$ cat src/sv/uud_pkg.sv
// Shared types, codes and helpers of the uudecode stream block.
package uud_pkg;

	typedef enum logic [1:0] {
		PH_SEEK   = 2'd0,
		PH_SKIP   = 2'd1,
		PH_DECODE = 2'd2,
		PH_DONE   = 2'd3
	} phase_t;

	localparam logic [1:0] KIND_DATA      = 2'd0;
	localparam logic [1:0] KIND_FINISHED  = 2'd1;
	localparam logic [1:0] KIND_NOBEGIN   = 2'd2;
	localparam logic [1:0] KIND_TRUNCATED = 2'd3;

	localparam logic [7:0] CH_NEWLINE = 8'h0A;
	localparam logic [7:0] CH_SPACE   = 8'h20;
	localparam logic [2:0] PREFIX_LEN = 3'd6;

	// Results one input word causes: up to three data bytes, then an optional status.
	typedef struct packed {
		logic [2:0][7:0] data;
		logic [1:0]      nbytes;
		logic            has_status;
		logic [1:0]      status;
	} pkt_t;

	function automatic logic [7:0] begin_char(input logic [2:0] idx);
		logic [7:0] c;
		case (idx)
			3'd0:    c = 8'h62; // b
			3'd1:    c = 8'h65; // e
			3'd2:    c = 8'h67; // g
			3'd3:    c = 8'h69; // i
			3'd4:    c = 8'h6E; // n
			3'd5:    c = CH_SPACE;
			default: c = 8'h00;
		endcase
		return c;
	endfunction

	function automatic logic [5:0] sextet(input logic [7:0] ch);
		logic [7:0] diff;
		diff = ch - CH_SPACE;
		return diff[5:0];
	endfunction

endpackage

$ cat src/sv/uud_front.sv
// Front end: takes characters, tracks line state and builds result packets.
module uud_front (
	input  logic           clk,
	input  logic           arst_n,
	input  logic           in_valid,
	output logic           in_stall,
	input  logic [7:0]     in_char,
	input  logic           end_of_input,
	input  logic           q_full,
	output logic           push,
	output uud_pkg::pkt_t  pkt
);

	uud_pkg::phase_t phase_q, phase_d;
	logic [2:0] pm_q, pm_d;
	logic       pf_q, pf_d;
	logic       als_q, als_d;
	logic [5:0] bl_q, bl_d;
	logic [1:0] gi_q, gi_d;
	logic [5:0] g_q [3];
	logic [5:0] g_d [3];

	logic       acc;
	logic       is_nl;
	logic [5:0] sext;
	logic [5:0] extra;
	logic [5:0] s0, s1, s2, s3;
	logic [1:0] k;
	logic [2:0] need;
	logic       grp_full;
	logic       hit;
	logic       cnt_zero;
	logic       close_flush;
	logic [2:0][7:0] fbytes;

	assign in_stall = q_full;
	assign acc      = in_valid && !q_full;
	assign is_nl    = (in_char == uud_pkg::CH_NEWLINE);
	assign sext     = uud_pkg::sextet(in_char);
	assign cnt_zero = is_nl || (sext == 6'd0);
	assign hit      = (pm_q < uud_pkg::PREFIX_LEN) && (in_char == uud_pkg::begin_char(pm_q));

	// The character that completes a group; a short group is padded with zeros.
	assign extra = (end_of_input || is_nl) ? 6'd0 : sext;
	assign s0 = (gi_q == 2'd0) ? extra : g_q[0];
	assign s1 = (gi_q == 2'd1) ? extra : g_q[1];
	assign s2 = (gi_q == 2'd2) ? extra : g_q[2];
	assign s3 = (gi_q == 2'd3) ? extra : 6'd0;

	assign k        = (bl_q >= 6'd3) ? 2'd3 : bl_q[1:0];
	assign need     = (bl_q >= 6'd3) ? 3'd4 : (bl_q[2:0] + 3'd1);
	assign grp_full = ({1'b0, gi_q} + 3'd1) >= need;
	assign close_flush = (gi_q != 2'd0) && (bl_q != 6'd0);

	assign fbytes[0] = {s0, s1[5:4]};
	assign fbytes[1] = {s1[3:0], s2[5:2]};
	assign fbytes[2] = {s2[1:0], s3};

	// Phase sequencing
	always_comb begin
		phase_d = phase_q;
		if (acc) begin
			unique case (phase_q)
				uud_pkg::PH_SEEK: begin
					if (end_of_input)
						phase_d = uud_pkg::PH_DONE;
					else if (!is_nl && !pf_q && hit && pm_q == uud_pkg::PREFIX_LEN - 3'd1)
						phase_d = uud_pkg::PH_SKIP;
				end
				uud_pkg::PH_SKIP: begin
					if (end_of_input)
						phase_d = uud_pkg::PH_DONE;
					else if (is_nl)
						phase_d = uud_pkg::PH_DECODE;
				end
				uud_pkg::PH_DECODE: begin
					if (end_of_input || (als_q && cnt_zero))
						phase_d = uud_pkg::PH_DONE;
				end
				uud_pkg::PH_DONE: ;
				default: phase_d = phase_q;
			endcase
		end
	end

	// Line state and packet
	always_comb begin
		pm_d  = pm_q;
		pf_d  = pf_q;
		als_d = als_q;
		bl_d  = bl_q;
		gi_d  = gi_q;
		g_d   = g_q;
		pkt   = '0;
		if (acc) begin
			unique case (phase_q)
				uud_pkg::PH_SEEK: begin
					if (end_of_input) begin
						pkt.has_status = 1'b1;
						pkt.status     = uud_pkg::KIND_NOBEGIN;
					end else if (is_nl) begin
						pm_d  = 3'd0;
						pf_d  = 1'b0;
						als_d = 1'b1;
					end else begin
						als_d = 1'b0;
						if (!pf_q) begin
							if (hit)
								pm_d = pm_q + 3'd1;
							else
								pf_d = 1'b1;
						end
					end
				end
				uud_pkg::PH_SKIP: begin
					if (end_of_input) begin
						pkt.has_status = 1'b1;
						pkt.status     = uud_pkg::KIND_TRUNCATED;
					end else if (is_nl) begin
						als_d = 1'b1;
					end
				end
				uud_pkg::PH_DECODE: begin
					if (als_q && !end_of_input) begin
						if (cnt_zero) begin
							pkt.has_status = 1'b1;
							pkt.status     = uud_pkg::KIND_FINISHED;
						end else begin
							bl_d  = sext;
							gi_d  = 2'd0;
							g_d   = '{default: 6'd0};
							als_d = 1'b0;
						end
					end else if (end_of_input || is_nl) begin
						// close the line: decode a partial group, drop what is owed
						if (!als_q && close_flush) begin
							pkt.data   = fbytes;
							pkt.nbytes = k;
						end
						if (!als_q) begin
							bl_d  = 6'd0;
							gi_d  = 2'd0;
							g_d   = '{default: 6'd0};
							als_d = 1'b1;
						end
						if (end_of_input) begin
							pkt.has_status = 1'b1;
							pkt.status     = uud_pkg::KIND_TRUNCATED;
						end
					end else if (bl_q != 6'd0) begin
						if (grp_full) begin
							pkt.data   = fbytes;
							pkt.nbytes = k;
							bl_d       = bl_q - {4'd0, k};
							gi_d       = 2'd0;
							g_d        = '{default: 6'd0};
						end else begin
							g_d[gi_q] = sext;
							gi_d      = gi_q + 2'd1;
						end
					end
				end
				default: ;
			endcase
		end
	end

	assign push = acc && (pkt.nbytes != 2'd0 || pkt.has_status);

	always_ff @(posedge clk or negedge arst_n) begin
		if (!arst_n) begin
			phase_q <= uud_pkg::PH_SEEK;
			pm_q    <= 3'd0;
			pf_q    <= 1'b0;
			als_q   <= 1'b1;
			bl_q    <= 6'd0;
			gi_q    <= 2'd0;
			g_q     <= '{default: 6'd0};
		end else begin
			phase_q <= phase_d;
			pm_q    <= pm_d;
			pf_q    <= pf_d;
			als_q   <= als_d;
			bl_q    <= bl_d;
			gi_q    <= gi_d;
			g_q     <= g_d;
		end
	end

endmodule

$ cat src/sv/uud_fifo.sv
// Short packet queue between the front and back ends.
module uud_fifo #(
	parameter int DEPTH = 4
) (
	input  logic           clk,
	input  logic           arst_n,
	input  logic           push,
	input  uud_pkg::pkt_t  wdata,
	input  logic           pop,
	output uud_pkg::pkt_t  rdata,
	output logic           full,
	output logic           empty
);

	localparam int PTR_W = (DEPTH > 1) ? $clog2(DEPTH) : 1;
	localparam int CNT_W = $clog2(DEPTH + 1);

	uud_pkg::pkt_t mem_q [DEPTH];
	logic [PTR_W-1:0] wr_q, rd_q;
	logic [CNT_W-1:0] cnt_q;

	assign full  = (cnt_q == CNT_W'(DEPTH));
	assign empty = (cnt_q == '0);
	assign rdata = mem_q[rd_q];

	always_ff @(posedge clk) begin
		if (push)
			mem_q[wr_q] <= wdata;
	end

	always_ff @(posedge clk or negedge arst_n) begin
		if (!arst_n) begin
			wr_q  <= '0;
			rd_q  <= '0;
			cnt_q <= '0;
		end else begin
			if (push)
				wr_q <= (wr_q == PTR_W'(DEPTH - 1)) ? '0 : wr_q + PTR_W'(1);
			if (pop)
				rd_q <= (rd_q == PTR_W'(DEPTH - 1)) ? '0 : rd_q + PTR_W'(1);
			if (push && !pop)
				cnt_q <= cnt_q + CNT_W'(1);
			else if (pop && !push)
				cnt_q <= cnt_q - CNT_W'(1);
		end
	end

endmodule

$ cat src/sv/uud_back.sv
// Back end: unpacks queued packets into result words behind an output register.
module uud_back (
	input  logic           clk,
	input  logic           arst_n,
	input  uud_pkg::pkt_t  head,
	input  logic           q_empty,
	output logic           pop,
	output logic           out_valid,
	input  logic           out_stall,
	output logic [7:0]     out_byte,
	output logic [1:0]     kind,
	output logic           last
);

	logic [1:0] idx_q;
	logic       out_valid_q;
	logic [7:0] out_byte_q;
	logic [1:0] kind_q;
	logic       last_q;

	logic       load;
	logic [2:0] total;
	logic       is_data;
	logic       is_last;

	assign total   = {1'b0, head.nbytes} + {2'b00, head.has_status};
	assign is_data = idx_q < head.nbytes;
	assign is_last = ({1'b0, idx_q} + 3'd1) == total;
	assign load    = !q_empty && (!out_valid_q || !out_stall);
	assign pop     = load && is_last;

	always_ff @(posedge clk or negedge arst_n) begin
		if (!arst_n) begin
			out_valid_q <= 1'b0;
			idx_q       <= 2'd0;
		end else begin
			if (load)
				out_valid_q <= 1'b1;
			else if (!out_stall)
				out_valid_q <= 1'b0;
			if (load)
				idx_q <= is_last ? 2'd0 : idx_q + 2'd1;
		end
	end

	always_ff @(posedge clk) begin
		if (load) begin
			out_byte_q <= is_data ? head.data[idx_q] : 8'h00;
			kind_q     <= is_data ? uud_pkg::KIND_DATA : head.status;
			last_q     <= is_last;
		end
	end

	assign out_valid = out_valid_q;
	assign out_byte  = out_byte_q;
	assign kind      = kind_q;
	assign last      = last_q;

endmodule

$ cat src/sv/uudecode_stream.sv
// Top level of the streaming uudecoder.
// Input channel: one text character per word (in_char), or an end marker
// (end_of_input). Lines are skipped until one starts with "begin "; each
// following line gives a count character and then four-character groups.
// Output channel: one result per word: out_byte, kind (data, finished,
// missing begin, truncated) and last, which marks the final result caused
// by an input word. Words causing no result produce nothing.
// Throughput: one character per cycle while the packet queue has room;
// the output side gives one result per cycle while out_stall is low, so a
// group yielding three bytes holds the back end and the queue absorbs that.
// A result passes through the packet queue and then the output register
// before it appears on out_valid.
// Reset clears line state to seeking the begin line and empties the queue.
// When out_stall is high the output word holds; once the queue fills,
// in_stall rises and input is held off. After a status word, all further
// input is taken and dropped until reset.
module uudecode_stream #(
	parameter int QUEUE_DEPTH = 4
) (
	input  logic       clk,
	input  logic       arst_n,
	input  logic       in_valid,
	output logic       in_stall,
	input  logic [7:0] in_char,
	input  logic       end_of_input,
	output logic       out_valid,
	input  logic       out_stall,
	output logic [7:0] out_byte,
	output logic [1:0] kind,
	output logic       last
);

	uud_pkg::pkt_t wr_pkt, head_pkt;
	logic push, pop, q_full, q_empty;

	uud_front u_front (
		.clk          (clk),
		.arst_n       (arst_n),
		.in_valid     (in_valid),
		.in_stall     (in_stall),
		.in_char      (in_char),
		.end_of_input (end_of_input),
		.q_full       (q_full),
		.push         (push),
		.pkt          (wr_pkt)
	);

	uud_fifo #(
		.DEPTH (QUEUE_DEPTH)
	) u_fifo (
		.clk    (clk),
		.arst_n (arst_n),
		.push   (push),
		.wdata  (wr_pkt),
		.pop    (pop),
		.rdata  (head_pkt),
		.full   (q_full),
		.empty  (q_empty)
	);

	uud_back u_back (
		.clk       (clk),
		.arst_n    (arst_n),
		.head      (head_pkt),
		.q_empty   (q_empty),
		.pop       (pop),
		.out_valid (out_valid),
		.out_stall (out_stall),
		.out_byte  (out_byte),
		.kind      (kind),
		.last      (last)
	);

	// A status word always closes its input word's results.
	a_status_last: assert property (@(posedge clk) disable iff (!arst_n)
		out_valid && kind != uud_pkg::KIND_DATA |-> last)
		else $error("status word without last");

	// Status words carry no byte.
	a_status_zero: assert property (@(posedge clk) disable iff (!arst_n)
		out_valid && kind != uud_pkg::KIND_DATA |-> out_byte == 8'h00)
		else $error("status word with nonzero byte");

	// Nothing follows a delivered status word.
	a_status_final: assert property (@(posedge clk) disable iff (!arst_n)
		out_valid && !out_stall && kind != uud_pkg::KIND_DATA |=> !out_valid)
		else $error("result after status word");

	// Packets never enter a full queue.
	a_no_overflow: assert property (@(posedge clk) disable iff (!arst_n)
		q_full |-> !push)
		else $error("queue overflow");

endmodule
$ cat config.mk
export PLATFORM = sky130hd
export DESIGN_NAME = uudecode_stream
export DESIGN_NICKNAME = d
export VERILOG_FILES = /design/src/sv/uud_pkg.sv /design/src/sv/uud_front.sv /design/src/sv/uud_fifo.sv /design/src/sv/uud_back.sv /design/src/sv/uudecode_stream.sv
export SDC_FILE = /design/constraint.sdc
export NUM_CORES = 1
export LEC_CHECK = 0
export BUFFER_PORTS_ARGS = -buffer_cell sky130_fd_sc_hd__buf_4
export CAP_MARGIN = 5
export CORE_ASPECT_RATIO = 1.5
export CORE_MARGIN = 2
export CORE_UTILIZATION = 45
export CTS_BUF_LIST = sky130_fd_sc_hd__clkbuf_16
export DETAILED_ROUTE_END_ITERATION = 10
export GPL_ROUTABILITY_DRIVEN = 0
export PLACE_DENSITY_LB_ADDON = 0.15
export SETUP_SLACK_MARGIN = 0.2
export SKIP_LAST_GASP = 1
export SLEW_MARGIN = 0
export SYNTH_ARGS = -nofsm -noshare
export SYNTH_HDL_FRONTEND = slang
export SYNTH_SLANG_ARGS = --single-unit
$ cat constraint.sdc
create_clock -name clk -period 10.57 [get_ports clk]
set_clock_uncertainty 0.2 [all_clocks]
set_input_delay 0.5285 -clock clk [delete_from_list [all_inputs] [get_ports clk]]
set_output_delay 0.5285 -clock clk [all_outputs]
set_load 0.01 [all_outputs]
==> out/qor.csv <==
metric,value,unit
synth.area.top_cells,"edfxtp_1 48%, dfrtp_1 13%, mux4_2 8.2%",
critical_path_arrival,4.43,ns
tightest_slew,1.062,ns
clk_pin_slew,0.06,ns
synth_seq_cells,170,
busiest_layer,met2,
track_usage,18.06,%
leakagePower,0.003360,uW
core,17350,sq um
r2r-end,u_fifo.cnt_q[1],
synth_cell_type_count,60,
fin_tns_setup,0,ns
hold_path.class,in -> reg,
power.density,257.4,nW/um^2
h-tree-depth,4,
cts_root_buf,clkbuf_16,
async_flop_share,25.29,%
synth_edf_count,127,
finalCritPeriodShare,40.84,%
grt_max_degree,44,
grt.met2_usage,32.13,%
pwr-share-clk,25.4,%
syn_area,7965,sq um
syn_to_final_growth,11.97,%
switching_share,33.37,%
endpoint_kind,flip-flop,
yosysTopAreaCell,edfxtp_1,
wl_per_cell,19.84,microns
critPathLaunch,u_front.bl_q[2],
syn_nets,603,
ys.flop_type,edfxtp_1,
grt_pass1_wl,25880,microns
ir_drop,0.1626,mV
hold-path-cell-count,3,
relSlewSlack,29.17,%
worstPathMaxFanout,7,
clk_latency,0.43,ns
grt_pass1_vias,4888,
drtIter0Drc,316,
fp.dieW,112.6,microns
numCtsBuffers,17,
drive_gt1_share,18.09,%
critPathKind,reg -> reg,
n_antenna_cell,0,
fmax,231.7,MHz
start_kind,flip-flop,
cts_tree,built,
initial_core_util,45.91,%
seq_power_share,42.2,%
r2r_start,u_front.bl_q[2],
setup_viol,0,
drc,0,
rrSetupSlack,6.25,ns
vias_per_cell,5.790,
clock-sinks,170,
cap_violations,0,
ioPinCount,26,
r2r_cells,13,
die_h,166.9,microns
portBuffers,25,
fillCellCount,1443,
cts.path.max_buffers,2,
dp_hpwl,11080,microns
internal_power,1530,uW
crit_required,10.68,ns
slew_violations,0,
drt-total-wl,16070,microns
p_sw,766.2,uW
rsz0062_at_grt,false,
yosysWarnings,0,
grt_antenna_before_repair,0,
holdWs,0.1092,ns
hold_start,out_stall,
dieArea,18800,sq um
grt_use_met1,21.01,%
syn_inst,560,
hold_viol_final,0,
grtUsageMet3,4.148,%
vias,4690,
grt-ovfl-total,0,
synth_top_area_share,47.88,%
drtAntennaViolNets,0,
fin_nets,627,
combPwrFrac,32.3,%
rows,59,
fin_crit,4.317,ns
drtPass1Iterations,5,
seq_area_frac_synth,61.40,%
status,"complete, no violations",
avgSynthCellArea,14.22,sq um
hold-path-endpoint,u_back.out_valid,
[per-layer routing]
| metal | wire length [microns] | part of all wire (%) | vias to the layer above |
|---|---|---|---|
| met5 | 0 | 0 | - |
| met4 | 378 | 2.4 | 0 |
| met3 | 545 | 3.4 | 29 |
| met2 | 8665 | 54 | 112 |
| met1 | 6481 | 40 | 2371 |
| li1 | - | - | 2178 |
[timing repair]
action | CTS | global route
hold buffers | 1 | 0
buffers inserted | 0 | 0
gates resized for setup | 0 | 0
endpoints found under the hold margin | 42 | 0
[cells in the mapped netlist, drive strengths merged, types with 2 or more instances]
cell type,n
mux4,29
dfrtp,42
nor2,33
buf,10
and4bb,2
clkbuf,16
nand3,10
nand2,25
mux2i,21
edfxtp,127
nor4,5
nor2b,9
or4,2
or3,2
inv,30
a22o,8
nand2b,11
a21o,2
o21ai,12
a32o,12
xnor2,3
mux2,10
ha,29
nor4b,2
a21oi,24
o22ai,8
o31ai,3
and3,7
xor2,5
o21a,2
o211ai,5
and2,16
nor3,18
[cell usage in the layout, fill, tap and decap left out, types with 2 or more instances in the layout]
cell | synthesis | layout
and3_1 | 7 | 7
ha_1 | 29 | 29
or4_1 | 2 | 2
or3_1 | 2 | 2
inv_1 | 30 | 31
a21oi_1 | 24 | 24
mux2_2 | 6 | 6
nor2_1 | 33 | 33
clkbuf_16 | 0 | 17
nand2_1 | 25 | 25
nor4_2 | 2 | 2
nor3_1 | 17 | 17
nor2b_1 | 9 | 9
buf_4 | 0 | 30
o211ai_1 | 5 | 5
xor2_1 | 5 | 5
o21a_1 | 2 | 2
nor4_1 | 3 | 3
nand2b_1 | 11 | 11
o22ai_1 | 8 | 8
dfrtp_1 | 42 | 41
a32o_1 | 12 | 12
and2_1 | 16 | 15
inv_6 | 0 | 4
and4bb_1 | 2 | 2
clkinvlp_4 | 0 | 4
mux2i_1 | 21 | 21
nand3_1 | 10 | 10
edfxtp_1 | 127 | 127
mux4_2 | 29 | 29
xnor2_1 | 3 | 3
o21ai_0 | 11 | 11
mux2_1 | 3 | 3
clkinv_2 | 0 | 3
a22o_1 | 8 | 8
nor4b_1 | 2 | 2
o31ai_1 | 3 | 3
a21o_1 | 2 | 2
[flip-flops by register name (all words and copies together) (netlist names)]
name              flops
u_front.pf_q          1
u_back.out_byte       8
u_front.gi_q          2
u_back.idx_q          2
u_back.out_valid      1
u_back.last           1
u_fifo.rd_q           2
u_front.bl_q          6
u_front.als_q         1
u_fifo.wr_q           2
u_front.pm_q          3
u_back.kind           2
u_fifo.mem_q        116
u_front.phase_q       2
u_front.g_q          18
u_fifo.cnt_q          3
[cell type report]
class | count | area (sq um) | area share, %
Clock buffer | 17 | 425.4 | 4.770
Multi-Input combinational cell | 334 | 2860 | 32.07
Clock inverter | 15 | 126.4 | 1.417
Inverter | 30 | 112.6 | 1.263
Tap cell | 213 | 266.5 | 2.988
Timing Repair Buffer | 31 | 235.2 | 2.637
Sequential cell | 170 | 4892 | 54.85
[metrics by stage]
stage                     utilization [%]  instances  power (uW)  cell area [sq um]  worst slack [ns]
final                               51.41        810        2296               8919             6.253
after global routing                51.41        810        2438               8919             5.951
after CTS                           51.41        810        2324               8919             6.237
after detailed placement            48.17        777        1741               8357             6.246
after global placement              48.17        777        1715               8357             6.301
after floorplan                         -        560        1515               7965             6.519
[how the worst max path moves through the flow]
stage,slack (ns),end,cells past startpoint
2_1_floorplan,6.52,u_fifo.cnt_q[1],13
3_3_place_gp,6.30,u_fifo.cnt_q[1],11
3_5_place_dp,6.25,u_fifo.cnt_q[1],11
4_1_cts,6.24,u_fifo.cnt_q[1],11
5_1_grt,5.95,u_fifo.cnt_q[1],13
6_report,6.25,u_fifo.cnt_q[1],13
[critical path, cell delays in order (launching register included)]
cell	delay, ns
dfrtp_1	0.45
or3_1	0.44
or3_1	0.41
nor2_1	0.19
ha_1	0.25
nand2b_1	0.14
a211oi_1	0.34
nor2_1	0.19
o311ai_2	0.36
o32ai_2	0.20
ha_1	0.27
inv_1	0.09
fa_1	0.39
mux2_2	0.26
[cells by family after synthesis]
| kind of cell | share of synthesized area (%) |
|---|---|
| AND/OR/NAND/NOR | 9.849 |
| AO/OA/AOI/OAI | 7.964 |
| buffers and inverters | 2.796 |
| flip-flops | 61.40 |
| adder cells (fa/ha/maj) | 4.807 |
| XOR/XNOR | 0.8797 |
| multiplexers | 12.30 |
[power by group through the flow]
stage | Clock, uW | Combinational (uW) | Sequential, uW
2_1_floorplan | 0 | 596 | 919
3_3_place_gp | 0 | 734 | 981
3_5_place_dp | 0 | 752 | 989
4_1_cts | 593 | 755 | 975
5_1_grt | 623 | 823 | 993
6_report | 584 | 742 | 970
(Power assumes the default switching activity.)
